## src/rtl/s5p_pkg.sv

```systemverilog
// s5p_pkg: shared types, protocol constants and status codes of the SOCKS5 request parser.
// Depends on nothing; every other file in rtl/ imports it.
package s5p_pkg;

   localparam logic [7:0] SOCKS_VERSION = 8'd5;
   localparam logic [7:0] CMD_CONNECT   = 8'd1;
   localparam logic [7:0] ATYP_IPV4     = 8'd1;
   localparam logic [7:0] ATYP_DOMAIN   = 8'd3;
   localparam logic [7:0] ATYP_IPV6     = 8'd4;

   // Message lengths and length offsets for the greeting and the connect request
   localparam logic [8:0] LEN_IPV4      = 9'd10;
   localparam logic [8:0] LEN_UNKNOWN   = 9'd6;
   localparam logic [8:0] LEN_DOMAIN0   = 9'd0;
   localparam logic [8:0] GREET_EXTRA   = 9'd2;
   localparam logic [8:0] DOMAIN_EXTRA  = 9'd7;

   // Byte positions within a message
   localparam logic [8:0] POS_VER       = 9'd0;
   localparam logic [8:0] POS_CMD       = 9'd1;
   localparam logic [8:0] POS_RSV       = 9'd2;
   localparam logic [8:0] POS_ATYP      = 9'd3;
   localparam logic [8:0] POS_ADDR0     = 9'd4;
   localparam logic [8:0] POS_ADDR3     = 9'd7;
   localparam logic [8:0] POS_NAME0     = 9'd5;

   typedef enum logic [2:0] {
      ST_PENDING     = 3'd0,
      ST_COMPLETE    = 3'd1,
      ST_BAD_VERSION = 3'd2,
      ST_BAD_COMMAND = 3'd3,
      ST_IPV6        = 3'd4
   } status_type;

   typedef struct packed {
      logic       req_type;
      logic [7:0] data_byte;
   } item_type;

   typedef struct packed {
      logic [8:0]  byte_count;
      logic [8:0]  expected_length;
      logic [7:0]  atyp_seen;
      logic [31:0] addr_accum;
      logic [15:0] port_accum;
   } state_type;

   typedef struct packed {
      status_type  status;
      logic [8:0]  msg_length;
      logic [7:0]  addr_type;
      logic [31:0] ipv4_addr;
      logic [15:0] dest_port;
      logic [7:0]  name_char;
      logic        name_char_valid;
   } result_type;

endpackage

```

## src/rtl/s5p_req_if.sv

```systemverilog
// s5p_req_if: valid/ready channel carrying one request (selector and raw byte).
// Depends on s5p_pkg.
interface s5p_req_if;
   import s5p_pkg::*;

   logic       valid;
   logic       ready;
   logic       req_type;
   logic [7:0] data_byte;

   modport source (output valid, output req_type, output data_byte, input ready);
   modport sink   (input valid, input req_type, input data_byte, output ready);
endinterface

```

## src/rtl/s5p_rsp_if.sv

```systemverilog
// s5p_rsp_if: valid/ready channel carrying one parse result per request.
// Depends on s5p_pkg for the status type.
interface s5p_rsp_if;
   import s5p_pkg::*;

   logic        valid;
   logic        ready;
   status_type  status;
   logic [8:0]  msg_length;
   logic [7:0]  addr_type;
   logic [31:0] ipv4_addr;
   logic [15:0] dest_port;
   logic [7:0]  name_char;
   logic        name_char_valid;

   modport source (output valid, output status, output msg_length, output addr_type,
                   output ipv4_addr, output dest_port, output name_char,
                   output name_char_valid, input ready);
   modport sink   (input valid, input status, input msg_length, input addr_type,
                   input ipv4_addr, input dest_port, input name_char,
                   input name_char_valid, output ready);
endinterface

```

## src/rtl/socks5_request_parser.sv

```systemverilog
// socks5_request_parser: top level; request input register, parse step, result register.
// Depends on s5p_pkg, s5p_req_if, s5p_rsp_if and s5p_step.
//
//   channel  | dir | payload                                         | handshake
//   ---------+-----+-------------------------------------------------+-----------
//   req_bus  | in  | req_type, data_byte                             | valid/ready
//   rsp_bus  | out | status, msg_length, addr_type, ipv4_addr,       | valid/ready
//            |     | dest_port, name_char, name_char_valid           |
//
// One request per clock cycle sustained while rsp_bus is ready; each request yields
// exactly one result (input register, then the parse step into the result register).
// Parser state advances only when a request moves from the input register into the
// result register, so a stalled result holds the state and the pipeline behind it.
// Reset is synchronous and active high; it empties both registers and clears the state.
module socks5_request_parser (
   input  logic    clock,
   input  logic    reset,
   s5p_req_if.sink   req_bus,
   s5p_rsp_if.source rsp_bus
);
   import s5p_pkg::*;

   logic       s1_valid_ff;
   item_type   s1_item_ff;
   logic       out_valid_ff;
   result_type out_ff;
   state_type  state_ff;
   state_type  state_in;
   result_type result_in;
   logic       advance;

   // Advance the input register into the result register when the result slot is free
   assign advance       = s1_valid_ff && (!out_valid_ff || rsp_bus.ready);
   assign req_bus.ready = !s1_valid_ff || advance;

   s5p_step u_step (
      .state      (state_ff),
      .item       (s1_item_ff),
      .state_next (state_in),
      .result     (result_in)
   );

   // Input register: hold the request until the step can take it
   always_ff @(posedge clock) begin
      if (reset) begin
         s1_valid_ff <= 1'b0;
      end else if (req_bus.ready) begin
         s1_valid_ff <= req_bus.valid;
      end
      if (req_bus.ready && req_bus.valid) begin
         s1_item_ff.req_type  <= req_bus.req_type;
         s1_item_ff.data_byte <= req_bus.data_byte;
      end
   end

   // Parser state and result register: update together on advance, drop on take
   always_ff @(posedge clock) begin
      if (reset) begin
         out_valid_ff <= 1'b0;
         state_ff     <= '0;
      end else if (advance) begin
         out_valid_ff <= 1'b1;
         state_ff     <= state_in;
      end else if (rsp_bus.ready) begin
         out_valid_ff <= 1'b0;
      end
      if (advance) out_ff <= result_in;
   end

   assign rsp_bus.valid           = out_valid_ff;
   assign rsp_bus.status          = out_ff.status;
   assign rsp_bus.msg_length      = out_ff.msg_length;
   assign rsp_bus.addr_type       = out_ff.addr_type;
   assign rsp_bus.ipv4_addr       = out_ff.ipv4_addr;
   assign rsp_bus.dest_port       = out_ff.dest_port;
   assign rsp_bus.name_char       = out_ff.name_char;
   assign rsp_bus.name_char_valid = out_ff.name_char_valid;
endmodule

```

## src/rtl/s5p_step.sv

```systemverilog
// s5p_step: combinational per-byte parse step; current state and byte in, next state and result out.
// Depends on s5p_pkg.
module s5p_step (
   input  s5p_pkg::state_type  state,
   input  s5p_pkg::item_type   item,
   output s5p_pkg::state_type  state_next,
   output s5p_pkg::result_type result
);
   import s5p_pkg::*;

   logic [8:0] pos;
   logic [9:0] pos_plus2;
   logic [7:0] b;
   logic [8:0] exp_v;
   logic [8:0] cnt_next;
   logic       check_done;
   logic       is_connect;

   always_comb begin
      pos        = state.byte_count;
      pos_plus2  = {1'b0, pos} + 10'd2;
      b          = item.data_byte;
      is_connect = item.req_type;
      state_next = state;
      result     = '0;
      result.status = ST_PENDING;
      check_done = 1'b0;
      exp_v      = state.expected_length;
      cnt_next   = pos + 9'd1;

      if (pos == POS_VER) begin
         if (b != SOCKS_VERSION) result.status = ST_BAD_VERSION;
      end else if (!is_connect) begin
         if (pos == POS_CMD) exp_v = {1'b0, b} + GREET_EXTRA;
         check_done = 1'b1;
      end else if (pos == POS_CMD) begin
         if (b != CMD_CONNECT) result.status = ST_BAD_COMMAND;
      end else if (pos == POS_RSV) begin
         // reserved byte: not checked
      end else if (pos == POS_ATYP) begin
         state_next.atyp_seen  = b;
         state_next.addr_accum = '0;
         state_next.port_accum = '0;
         if (b == ATYP_IPV4) begin
            exp_v = LEN_IPV4;
         end else if (b == ATYP_IPV6) begin
            result.status = ST_IPV6;
         end else if (b == ATYP_DOMAIN) begin
            exp_v = LEN_DOMAIN0;
         end else begin
            exp_v = LEN_UNKNOWN;
         end
      end else begin
         if (pos == POS_ADDR0 && state.atyp_seen == ATYP_DOMAIN)
            exp_v = {1'b0, b} + DOMAIN_EXTRA;
         if (state.atyp_seen == ATYP_IPV4 && pos >= POS_ADDR0 && pos <= POS_ADDR3)
            state_next.addr_accum = {state.addr_accum[23:0], b};
         // last two bytes of the message carry the port
         if (exp_v >= 9'd2 && pos_plus2 >= {1'b0, exp_v} && pos < exp_v)
            state_next.port_accum = {state.port_accum[7:0], b};
         if (state.atyp_seen == ATYP_DOMAIN && pos >= POS_NAME0 && pos_plus2 < {1'b0, exp_v}) begin
            result.name_char       = b;
            result.name_char_valid = 1'b1;
         end
         check_done = 1'b1;
      end

      state_next.expected_length = exp_v;

      if (result.status == ST_PENDING && check_done && cnt_next >= exp_v) begin
         result.status     = ST_COMPLETE;
         result.msg_length = exp_v;
         if (is_connect) begin
            result.addr_type = state_next.atyp_seen;
            result.ipv4_addr = state_next.addr_accum;
            result.dest_port = state_next.port_accum;
         end
      end

      if (result.status != ST_PENDING) cnt_next = '0;
      state_next.byte_count = cnt_next;
   end
endmodule

```

## src/flat_wrapper.sv

```systemverilog
// flat-port wrapper written by rule: the top's interface ports become plain ports
module socks5_request_parser_flat import s5p_pkg::*;
  (clock, reset, req_bus_valid, req_bus_req_type, req_bus_data_byte, req_bus_ready, rsp_bus_valid, rsp_bus_status, rsp_bus_msg_length, rsp_bus_addr_type, rsp_bus_ipv4_addr, rsp_bus_dest_port, rsp_bus_name_char, rsp_bus_name_char_valid, rsp_bus_ready);
  s5p_req_if req_bus_i ();
  s5p_rsp_if rsp_bus_i ();
  input  logic clock;
  input  logic reset;
  input wire logic [$bits(req_bus_i.valid)-1:0] req_bus_valid;
  input wire logic [$bits(req_bus_i.req_type)-1:0] req_bus_req_type;
  input wire logic [$bits(req_bus_i.data_byte)-1:0] req_bus_data_byte;
  output wire logic [$bits(req_bus_i.ready)-1:0] req_bus_ready;
  output wire logic [$bits(rsp_bus_i.valid)-1:0] rsp_bus_valid;
  output wire logic [$bits(rsp_bus_i.status)-1:0] rsp_bus_status;
  output wire logic [$bits(rsp_bus_i.msg_length)-1:0] rsp_bus_msg_length;
  output wire logic [$bits(rsp_bus_i.addr_type)-1:0] rsp_bus_addr_type;
  output wire logic [$bits(rsp_bus_i.ipv4_addr)-1:0] rsp_bus_ipv4_addr;
  output wire logic [$bits(rsp_bus_i.dest_port)-1:0] rsp_bus_dest_port;
  output wire logic [$bits(rsp_bus_i.name_char)-1:0] rsp_bus_name_char;
  output wire logic [$bits(rsp_bus_i.name_char_valid)-1:0] rsp_bus_name_char_valid;
  input wire logic [$bits(rsp_bus_i.ready)-1:0] rsp_bus_ready;
  assign req_bus_i.valid = req_bus_valid;
  assign req_bus_i.req_type = req_bus_req_type;
  assign req_bus_i.data_byte = req_bus_data_byte;
  assign req_bus_ready = req_bus_i.ready;
  assign rsp_bus_valid = rsp_bus_i.valid;
  assign rsp_bus_status = rsp_bus_i.status;
  assign rsp_bus_msg_length = rsp_bus_i.msg_length;
  assign rsp_bus_addr_type = rsp_bus_i.addr_type;
  assign rsp_bus_ipv4_addr = rsp_bus_i.ipv4_addr;
  assign rsp_bus_dest_port = rsp_bus_i.dest_port;
  assign rsp_bus_name_char = rsp_bus_i.name_char;
  assign rsp_bus_name_char_valid = rsp_bus_i.name_char_valid;
  assign rsp_bus_i.ready = rsp_bus_ready;
  socks5_request_parser u_core (.clock(clock), .reset(reset), .req_bus(req_bus_i), .rsp_bus(rsp_bus_i));
endmodule
```

## config.mk

```make
export PLATFORM = sky130hd
export DESIGN_NAME = socks5_request_parser_flat
export DESIGN_NICKNAME = d
export VERILOG_FILES = /design/src/rtl/s5p_pkg.sv /design/src/rtl/s5p_req_if.sv /design/src/rtl/s5p_rsp_if.sv /design/src/rtl/socks5_request_parser.sv /design/src/rtl/s5p_step.sv /design/src/flat_wrapper.sv
export SDC_FILE = /design/constraint.sdc
export NUM_CORES = 1
export LEC_CHECK = 0
export BUFFER_PORTS_ARGS = -buffer_cell sky130_fd_sc_hd__buf_4
export CAP_MARGIN = 20
export CORE_ASPECT_RATIO = 1.1
export CORE_MARGIN = 2
export CORE_UTILIZATION = 30
export DETAILED_ROUTE_END_ITERATION = 10
export PLACE_DENSITY = 0.46
export SETUP_SLACK_MARGIN = 0.5
export SLEW_MARGIN = 20
export SYNTH_ARGS = -nofsm -noshare
export SYNTH_HDL_FRONTEND = slang
export SYNTH_SLANG_ARGS = --single-unit
```

## constraint.sdc

```tcl
create_clock -name clock -period 5.4 [get_ports clock]
set_input_delay 1.08 -clock clock [delete_from_list [all_inputs] [get_ports clock]]
set_output_delay 1.08 -clock clock [all_outputs]
set_load 0.02 [all_outputs]
```

**Yosys cells after proc, flatten, opt, wreduce, memory -nomap -nowiden**

Cells that the tools add are included.

- Add/sub/neg operators: 4
- Multipliers: 0
- Div/mod/pow operators: 0
- Magnitude comparators: 8
- Equality and inequality tests: 11
- Shift operators: 0
- Mux-type cells: 43
- Bitwise operators: 2
- Reductions and logical operators: 22

Operators with widths:

| kind | number |
|---|---|
| $mux 56 | 5 |
| $mux 9 | 15 |
| $mux 68 | 1 |
| $mux 48 | 1 |
| $mux 32 | 1 |
| $mux 3 | 8 |
| $eq 9x2->1 const B | 2 |
| $ge 9x3->1 const B | 2 |
| $eq 8x1->1 const B | 2 |
| $eq 8x2->1 const B | 2 |
| $mux 16 | 1 |
| $logic_and 1x1->1 | 11 |
| $add 9x2->10 const B | 1 |
| $ge 10x9->1 | 1 |
| $lt 10x9->1 | 1 |
| $add 8x2->9 const B | 1 |
| $add 8x3->9 const B | 1 |
| $add 9x1->9 const B | 1 |
| $eq 9x1->1 const B | 1 |
| $eq 9x3->1 const B | 1 |
| $ge 9x2->1 const B | 1 |
| $ge 9x9->1 | 1 |
| $le 9x3->1 const B | 1 |
| $logic_not 9->1 | 1 |
| other kinds (16) | 27 |

- Register bits after elaboration: 162
- Bits in latches: 0
- Bits in writable memories: 0
- Bits in read-only memories: 0
- Input port bits: 13
- Output and inout port bits: 79
- Word-level logic and storage cells: 106
- Memories kept: 0

**Longest topological paths before layout**

Gate-level depths: netlist (run 1).

- Depth in word-level cells: 21
- Mapped depth: 20
- Mapped depth without buffers: 17

**Modules after synthesis**

Synthesis (run 1) repeated with hierarchy kept, for this count alone.

- Cells, all modules: 936
- Area total of the unflattened synthesis: 9308.9 um^2

By module, submodules not included:

| module | instances | cells each | area each (um^2) | sequential area each (um^2) |
|---|---|---|---|---|
| socks5_request_parser | 1 | 417 | 5993.2 | 4103.9 |
| s5p_step | 1 | 519 | 3315.7 | 0.0 |

**Worst setup path after synthesis (run 1)**

No wires, ideal clock.

- Kind: register to register
- Start point: reg u_core.state_ff[65] (netlist name)
- End point: reg u_core.out_ff, in the netlist u_core.rsp_bus.dest_port[5], data pin
- Setup time: 0.132 ns
- Data arrival time: 4.382 ns
- Required time: 5.268 ns
- Setup slack: 0.886 ns
- Stages on the path, launching flop included: 21
- Path buffers: 4
- Clock period less this slack: 4.514 ns
- Cell sequence: dfxtp_1 > inv_1 > ha_1 > clkbuf_2 > nor4bb_1 > and4_1 > clkbuf_1 > mux2_2 > a221o_1 > o221ai_1 > inv_1 > ha_1 > nand2b_1 > a31oi_1 > or3_1 > a221o_1 > or2_1 > buf_2 > a41oi_2 > buf_2 > a22o_1

RTL lines:

| what | RTL line | RTL |
|---|---|---|
| start, declared | socks5_request_parser.sv:27 | `state_type state_ff;` |
| start signal, assigned | socks5_request_parser.sv:63 | `state_ff <= state_in;` |
| end signal, assigned | socks5_request_parser.sv:67 | `if (advance) out_ff <= result_in;` |
| end, declared | socks5_request_parser.sv:26 | `result_type out_ff;` |

**Final worst setup path (run 1)**

- Start point: reg u_core.state_ff[65] (netlist name)
- End point: reg u_core.out_ff, in the netlist u_core.rsp_bus.dest_port[5], data pin

- Word-level cells in the longest chain between the ends: 17
- Elaborated cells on any way between the ends: 46
- Those cells by class: 2 x add/sub; 4 x order compare; 4 x eq/ne; 28 x mux; 8 x reduce/logical

RTL lines:

| what | RTL line | RTL |
|---|---|---|
| $eq 9x3->1 | s5p_step.sv:54 | `if (pos == POS_ADDR0 && state.atyp_seen == ATYP_DOMAIN)` |
| $logic_and 1x1->1 | s5p_step.sv:54 |  |
| $mux 9 | s5p_step.sv:54 |  |
| $mux 9 | s5p_step.sv:40 | `end else if (pos == POS_ATYP) begin` |
| $mux 9 | s5p_step.sv:38 | `end else if (pos == POS_RSV) begin` |
| $mux 9 | s5p_step.sv:36 | `end else if (pos == POS_CMD) begin` |
| $mux 9 | s5p_step.sv:33 | `end else if (!is_connect) begin` |
| $mux 9 | s5p_step.sv:31 | `if (pos == POS_VER) begin` |
| $ge 10x9->1 or $ge 9x2->1 (tied branches) | s5p_step.sv:59 | `if (exp_v >= 9'd2 && pos_plus2 >= {1'b0, exp_v} && pos < exp_v)` |
| $logic_and 1x1->1 (2 in a row) | s5p_step.sv:59 |  |
| $mux 16 | s5p_step.sv:59 |  |
| $mux 48 | s5p_step.sv:40 |  |
| $mux 56 | s5p_step.sv:38 |  |
| $mux 56 | s5p_step.sv:36 |  |
| $mux 56 | s5p_step.sv:33 |  |
| $mux 56 | s5p_step.sv:31 |  |

Several ways; a longest one is shown, not always the timed one. The select of a mux whose other input is x is not followed.
A chain may end at the register's enable or synchronous reset.

==> summary.md, run 1 <==
• actual slew at the worst max-slew pin: 719.6 ps
• setup slack after placement: 264.8 ps
• count of cells along the worst register-to-register path: 17
• CP Launch Point: u_core.state_ff[65]$_SDFFE_PP0P_
• run status: completed
• number of distinct standard cells referenced by the synthesized netlist: 75
• number of antenna cells inserted: 0
• cell with the largest stage delay on the worst path: sky130_fd_sc_hd__dfxtp_1
• post-route cell area: 10000 um2
• Final Hold Slack: 465.3 ps
• Static Leak: 3.609 nW
• remaining global-route overflow: 0
• Setup Skew: 14.65 ps
• clock tree from TritonCTS: yes
• path class of the lowest-slack min-delay path: reg -> reg
• share of synthesized flip-flops with an asynchronous set or reset: 0
• GRT Total Usage: 0.1698
• combinational family with the most area after synthesis: compound AO/OA/AOI/OAI gates
• P&R area growth vs syn: 23.95%
• post-DR vias/cell: 5.119
• Min-Delay Startpoint: u_core.state_ff[54]$_SDFFE_PP0P_
• global-route wire length before repair: 36690 um
• required time reported for the critical path endpoint: 5580 ps
• multiplexer share of the synthesized area: 0.02171
• starting density of the core: 0.3069
• Detailed Routing Iterations Pass 1: 5
• Num CTS Buffers: 17
• final layout net count: 936
• number of vias after detailed routing: 6394
• H-tree depth: 4
• tightest slew margin relative to the limit: 0.5203
• die span in y: 176.0 um
• category of the critical setup timing path: reg -> reg
• number of gates on the worst path with buffers counted: 17
• min Tclk post-route: 4644 ps
• worst path setup slack after routing: 755.8 ps
• vias in the first global route: 6246
• max-slew violation count: 0
• Fmax achieved: 0.2153 GHz
• Bufs and invs on worst path: 5
• Setup TNS: 0 ps
• Worst setup SP type: register
• portion of the post-synthesis area used by sequential elements: 0.5085
• commonest non-fill, non-tap cell in the layout: sky130_fd_sc_hd__buf_4
• IR Drop Worst-Case VDD: 0.1643 mV
• proportion of layout cells with a drive suffix above 1: 0.2274
• compound-cell area share of the yosys netlist: 0.1831
• arrival time of the worst setup path: 4830 ps
• end of the worst register-to-register path: u_core.rsp_bus.dest_port[5]$_SDFFCE_PN0P_
• Die ar.: 28230 um2
• Synth Area per Inst: 10.36 um2
• count of yosys warnings during synthesis: 0
• total of endpoints with negative setup slack in the final report: 0
• Final period util: 0.8600
• post-synthesis instance total: 779
• cell at the root of the clock tree: sky130_fd_sc_hd__clkbuf_16
• total power divided by cell area: 278.6 nW/um2
• predominant post-synthesis flop cell: sky130_fd_sc_hd__edfxtp_1
• antenna violations before repair: 1
• startpoint of the lowest-slack register-to-register path: u_core.state_ff[65]$_SDFFE_PP0P_
• CP cell instances: inv_1 -> ha_1 -> o311ai_0 -> buf_4 -> a31oi_1 -> buf_4 -> a221oi_1 -> buf_4 -> ha_1 -> a21o_1 -> a21o_1 -> a211oi_1 -> a221o_1 -> or2_1 -> nor2_4 -> buf_12 -> a22o_1
• number of enable-type register cells in the synthesized netlist: 86
• Synth Net Count: 831
• synthesized area: 8070 um2
• area after detailed placement: 9338 um2
• clock network latency to the later pin of the worst-skew pair: 440 ps
• CTS sink cnt: 162
• detailed-placement wirelength estimate: 16820 um
• FF+latch count, synth: 162
• total of hold buffers inserted after clock tree synthesis: 0
• delay contributed by the slowest stage of the critical path: 550 ps
• Finished Core Util: 0.3804
• Routed Antenna Nets: 0
• largest net degree at the start of global routing: 57
• last element of the critical path: u_core.rsp_bus.dest_port[5]$_SDFFCE_PN0P_
• family of cells with the greatest summed delay on the critical path: compound AO/OA/AOI/OAI gates
• top-level I/O count: 92
• element type at the critical path end: register
• peak fanout along the critical path: 15
• post-synthesis share of cell area spent on full adders, half adders and majority gates: 0.06047
• post-synthesis share of cell area spent on and, or, nand and nor gates: 0.1602
• number of buffers inserted by port buffering: 91
• FF-to-FF setup slack: 760 ps
• Core ar.: 26300 um2
• highest-count cells in the layout ignoring fill and taps: 139 x sky130_fd_sc_hd__buf_4, 96 x sky130_fd_sc_hd__nor2_1, 86 x sky130_fd_sc_hd__edfxtp_1
• clock-pin slew reported for the worst setup and hold paths after clock tree synthesis: 70 ps
• Routed WL per cell: 19.09 um
• placer congestion estimate: 0.8862
• Synth Area in XOR/XNOR: 0.02605
• Longest Clk Path Bufs: 2
• Die Wd: 160.4 um
• num rows: 62
• Max Cap Viol: 0
• Hold Violations, Final: 0
• DRC: 0
• Detailed Route WL: 23850 um
• number of violations reported at the end of detailed-routing iteration 0: 396
• setup repair after global routing missed its margin: no
• cell seen most often among critical-path stages: sky130_fd_sc_hd__buf_4
## where the power goes
| group | switching (mW) | leakage (nW) | internal (mW) | total, mW |
|---|---|---|---|---|
| clock network | 0.585 | 0.292 | 0.635 | 1.22 |
| logic | 0.148 | 1.90 | 0.0780 | 0.226 |
| registers | 0.0175 | 1.42 | 1.32 | 1.34 |
## synthesized netlist by cell type, types with 3 or more instances
cell,instances,area [um2]
sky130_fd_sc_hd__a31oi_1,7,43.79
sky130_fd_sc_hd__and2_1,10,62.56
sky130_fd_sc_hd__buf_2,11,55.05
sky130_fd_sc_hd__or3_1,5,31.28
sky130_fd_sc_hd__nand4_1,8,50.05
sky130_fd_sc_hd__buf_1,6,22.52
sky130_fd_sc_hd__nand3_1,26,130.1
sky130_fd_sc_hd__a21o_1,4,30.03
sky130_fd_sc_hd__nor2_1,97,364.1
sky130_fd_sc_hd__o211ai_1,4,30.03
sky130_fd_sc_hd__xnor2_1,12,105.1
sky130_fd_sc_hd__nor4_1,5,31.28
sky130_fd_sc_hd__a221oi_1,5,43.79
sky130_fd_sc_hd__nand2_1,61,229.0
sky130_fd_sc_hd__nor3_2,3,30.03
sky130_fd_sc_hd__o22ai_1,7,43.79
sky130_fd_sc_hd__buf_6,3,33.78
sky130_fd_sc_hd__mux2i_1,13,130.1
sky130_fd_sc_hd__nor4bb_1,3,30.03
sky130_fd_sc_hd__a22oi_1,58,435.4
sky130_fd_sc_hd__nor2b_1,4,25.02
sky130_fd_sc_hd__a22o_1,30,262.8
sky130_fd_sc_hd__clkbuf_1,34,127.6
sky130_fd_sc_hd__xor2_1,12,105.1
sky130_fd_sc_hd__nand2b_1,4,25.02
sky130_fd_sc_hd__o21ai_0,16,80.08
sky130_fd_sc_hd__o31ai_1,3,22.52
sky130_fd_sc_hd__ha_1,39,488.0
sky130_fd_sc_hd__or4_1,3,22.52
sky130_fd_sc_hd__inv_1,18,67.56
sky130_fd_sc_hd__a21oi_1,43,215.2
sky130_fd_sc_hd__nor3_1,9,45.04
sky130_fd_sc_hd__dfxtp_1,76,1521
sky130_fd_sc_hd__edfxtp_1,86,2582
## state kept, by name, summed over array words and instances, names as in the netlist
| signal | flops |
|---|---|
| u_core.state_ff | 74 |
| u_core.s1_valid_ff | 1 |
| u_core.rsp_bus.valid | 1 |
| u_core.rsp_bus.name_char | 8 |
| u_core.rsp_bus.msg_length | 9 |
| u_core.rsp_bus.ipv4_addr | 32 |
| u_core.rsp_bus.addr_type | 8 |
| u_core.rsp_bus.dest_port | 16 |
| u_core.rsp_bus.status | 3 |
| u_core.rsp_bus.name_char_valid | 1 |
| u_core.s1_item_ff | 9 |
## how the worst min path moves through the flow
| stage | endpoint | cells after the start |
|---|---|---|
| finish | u_core.state_ff[54]$_SDFFE_PP0P_ | 2 |
| global route | u_core.state_ff[51]$_SDFFE_PP0P_ | 2 |
| CTS | u_core.state_ff[54]$_SDFFE_PP0P_ | 2 |
| detailed placement | u_core.state_ff[54]$_SDFFE_PP0P_ | 2 |
| global placement | u_core.state_ff[52]$_SDFFE_PP0P_ | 2 |
| floorplan | u_core.state_ff[12]$_SDFFE_PP0P_ | 1 |
## layout make-up
cell class	count	area, um2
Multi-Input combinational cell	542	3687
Clock buffer	18	439.2
Clock inverter	14	155.1
Sequential cell	162	4104
Tap cell	352	440.4
Inverter	19	73.82
Fill cell	2608	16290
Timing Repair Buffer	142	1104
## per-layer routing
metal,vias up,global-route usage,wire [um]
met5,-,0,8
met4,2,0.07508,654
met3,39,0.02772,738
met2,156,0.2814,11640
met1,3089,0.2191,10810
li1,3108,-,-
## logic make-up (layout without fill, tap and decap cells)
family | after synthesis | in the layout
AOI/OAI and AO/OA | 206 | 206
xor gates and xnor gates | 24 | 24
adders and majority gates | 39 | 39
buffers and inverters | 75 | 193
DFF | 162 | 162
muxes | 16 | 16
and+or+nand+nor | 257 | 257
## worst min-delay path, stage by stage, from the launching register on
cell and delay (ps):
sky130_fd_sc_hd__dfxtp_1 320, sky130_fd_sc_hd__nand2_1 50, sky130_fd_sc_hd__a21oi_1 50
## per-stage QoR
stage          std cells  power [mW]
3_5_place_dp        1215       1.596
2_1_floorplan        779       1.495
6_report            1249       2.787
4_1_cts             1248       2.818
3_3_place_gp        1215       1.598
5_1_grt             1249       2.882
## what timing repair did
action / CTS / global route
gates resized for setup: 1 / 3
pin swaps: 0 / 1
buffers inserted: 1 / 1
endpoints found under the setup margin: 15 / 58
Note: power is estimated with default switching activity, not from simulation.
==> run 2: changes to the inputs <==
Settings changed: RECOVER_POWER from default to 50.
==> summary.md, run 2 (same netlist as run 1, synthesis figures left out) <==
• placer congestion estimate: 0.8862, unchanged
• global routing usage on met3: 0.02772, unchanged
• top-level I/O count: 92, unchanged
• Detailed Routing Iterations Pass 1: 5, unchanged
• arrival time of the worst setup path: 4850 ps, +20 ps
• total power divided by cell area: 285.7 nW/um2, +2.5%
• cell at the root of the clock tree: sky130_fd_sc_hd__clkbuf_16
• starting density of the core: 0.3069, unchanged
• number of antenna cells inserted: 0, unchanged
• FF-to-FF setup slack: 740 ps, -20 ps
• Core ar.: 26300 um2, unchanged
• max FFs per register: 74, unchanged
• post-DR vias/cell: 5.109, -0.20%
• highest-count cells in the layout ignoring fill and taps: 96 x sky130_fd_sc_hd__nor2_1, 86 x sky130_fd_sc_hd__edfxtp_1, 83 x sky130_fd_sc_hd__clkbuf_1
• Die ar.: 28230 um2, unchanged
• Biggest register: u_core.state_ff
• CTS sink cnt: 162, unchanged
• Longest Clk Path Bufs: 2, unchanged
• Routed Antenna Nets: 0, unchanged
• min Tclk post-route: 4663 ps, +19.05 ps
• Setup Skew: 15.20 ps, +0.5426 ps
• required time reported for the critical path endpoint: 5580 ps, about the same
• actual slew at the worst max-slew pin: 3066 ps, +2346 ps
• Setup TNS: 0 ps, unchanged
• H-tree depth: 4, unchanged
• global-route wire length before repair: 36690 um, unchanged
• peak fanout along the critical path: 15, unchanged
• vias in the first global route: 6246, unchanged
• number of violations reported at the end of detailed-routing iteration 0: 414, +4.5%
• number of buffers inserted by port buffering: 91, unchanged
• Detailed Route WL: 23920 um, +0.31%
• antenna violations before repair: 1, unchanged
• die span in y: 176.0 um, unchanged
• Hold Violations, Final: 0, unchanged
• final layout net count: 936, unchanged
• Worst setup SP type: register
• total of hold buffers inserted after clock tree synthesis: 0, unchanged
• clock network latency to the later pin of the worst-skew pair: 440 ps, about the same
• GR Util met1: 0.2191, unchanged
• non-filler instance count after layout: 1249, unchanged
• category of the critical setup timing path: reg -> reg
• post-route cell area: 9691 um2, -3.1%
• max-slew violation count: 57, +57
• largest net degree at the start of global routing: 57, unchanged
• violations in the final reports: max-capacitance violations, max-slew violations
• DRC: 0, unchanged
• element type at the critical path end: register
• Static Leak: 3.300 nW, -8.6%
• proportion of layout cells with a drive suffix above 1: 0.1349, -0.09253
• grt met2 use: 0.2814, unchanged
• total of endpoints with negative setup slack in the final report: 0, unchanged
• P&R area growth vs syn: 20.08%
• clock-pin slew reported for the worst setup and hold paths after clock tree synthesis: 70 ps, about the same
• number of vias after detailed routing: 6381, -0.20%
• Max Cap Viol: 1, +1
• IR Drop Worst-Case VDD: 0.1648 mV, +0.32%
• Die Wd: 160.4 um, unchanged
• area after detailed placement: 9338 um2, unchanged
• setup repair after global routing missed its margin: no
• Routed WL per cell: 19.15 um, +0.31%
• num rows: 62, unchanged
• clock tree from TritonCTS: yes
• setup slack after placement: 264.8 ps, unchanged
• run status: complete, but fails checks
• placed cell count: 1215, unchanged
• layer with the highest usage after global routing: met2
• path class of the lowest-slack min-delay path: reg -> reg
• Num CTS Buffers: 17, unchanged
• Fmax achieved: 0.2144 GHz, -0.41%
• tightest slew margin relative to the limit: -1.044, -1.564
• commonest non-fill, non-tap cell in the layout: sky130_fd_sc_hd__nor2_1
• GRT Total Usage: 0.1698, unchanged
• Final period util: 0.8636, +0.003528
• detailed-placement wirelength estimate: 16820 um, unchanged
• remaining global-route overflow: 0, unchanged
• worst path setup slack after routing: 736.8 ps, -19.05 ps
run 2: cell types whose count changed in the layout (fill, tap and decap cells not counted):
cell                         change
sky130_fd_sc_hd__and2_0          +1
sky130_fd_sc_hd__and2_1          -1
sky130_fd_sc_hd__buf_4          -93
sky130_fd_sc_hd__clkbuf_1       +83
sky130_fd_sc_hd__clkbuf_4       +10
sky130_fd_sc_hd__clkinvlp_2      +1
sky130_fd_sc_hd__inv_4           -1
run 2: metal layers:
metal  part of all wire  vias up
met2               0.49      150
met1               0.45     3079
li1                   -     3112
met4              0.026        2
met3              0.032       38
met5            0.00033        -
run 2: through the flow:
stage | total power, mW | utilization | hold slack, ps
2_1_floorplan | 1.495 | - | 443.1
3_3_place_gp | 1.598 | 0.3551 | 458.0
3_5_place_dp | 1.596 | 0.3551 | 457.4
4_1_cts | 2.818 | 0.3789 | 465.4
5_1_grt | 2.862 | 0.3685 | 488.3
6_report | 2.769 | 0.3685 | 464.3
run 2: timing repair:
action / in CTS / in global routing
resized for setup: 1 / 3
pin swaps: 0 / 1
setup endpoints to repair: 15 / 58
buffers inserted: 1 / 1
run 2: critical path: stages (launching register included):
cell and delay (ps):
sky130_fd_sc_hd__dfxtp_1 550, sky130_fd_sc_hd__inv_1 170, sky130_fd_sc_hd__ha_1 240, sky130_fd_sc_hd__clkbuf_1 210, sky130_fd_sc_hd__nand3_1 230, sky130_fd_sc_hd__nand2_1 180, sky130_fd_sc_hd__nor2_2 450, sky130_fd_sc_hd__a221oi_1 150
sky130_fd_sc_hd__buf_4 180, sky130_fd_sc_hd__ha_1 300, sky130_fd_sc_hd__a21o_1 180, sky130_fd_sc_hd__a21o_1 170, sky130_fd_sc_hd__a211oi_1 330, sky130_fd_sc_hd__a221o_1 250, sky130_fd_sc_hd__or2_1 350, sky130_fd_sc_hd__nor2_4 90
sky130_fd_sc_hd__buf_12 160, sky130_fd_sc_hd__a22o_1 230
run 2: path summary, 6_finish.rpt:
check	endpoint	start	cells past startpoint
worst min register to register	u_core.state_ff[54]$_SDFFE_PP0P_	u_core.state_ff[54]$_SDFFE_PP0P_	2
worst max-delay path	u_core.rsp_bus.dest_port[5]$_SDFFCE_PN0P_	u_core.state_ff[65]$_SDFFE_PP0P_	17
worst max register to register	u_core.rsp_bus.dest_port[5]$_SDFFCE_PN0P_	u_core.state_ff[65]$_SDFFE_PP0P_	17
worst min-delay path	u_core.state_ff[54]$_SDFFE_PP0P_	u_core.state_ff[54]$_SDFFE_PP0P_	2
run 2: power by group:
group          internal, mW  total (mW)  switching [mW]
Combinational        0.0576       0.206           0.148
Clock                 0.635        1.22           0.586
Sequential             1.32        1.34          0.0170
Total                  2.02        2.77           0.751
run 2: final cells by class:
class | instances | area [um2]
tap | 352 | 440.4
sequential | 162 | 4104
fill | 2682 | 16610
inverter | 19 | 72.57
multi-input combinational | 542 | 3687
clock buffer | 18 | 439.2
clock inverter | 14 | 155.1
timing repair buffer | 142 | 792.0
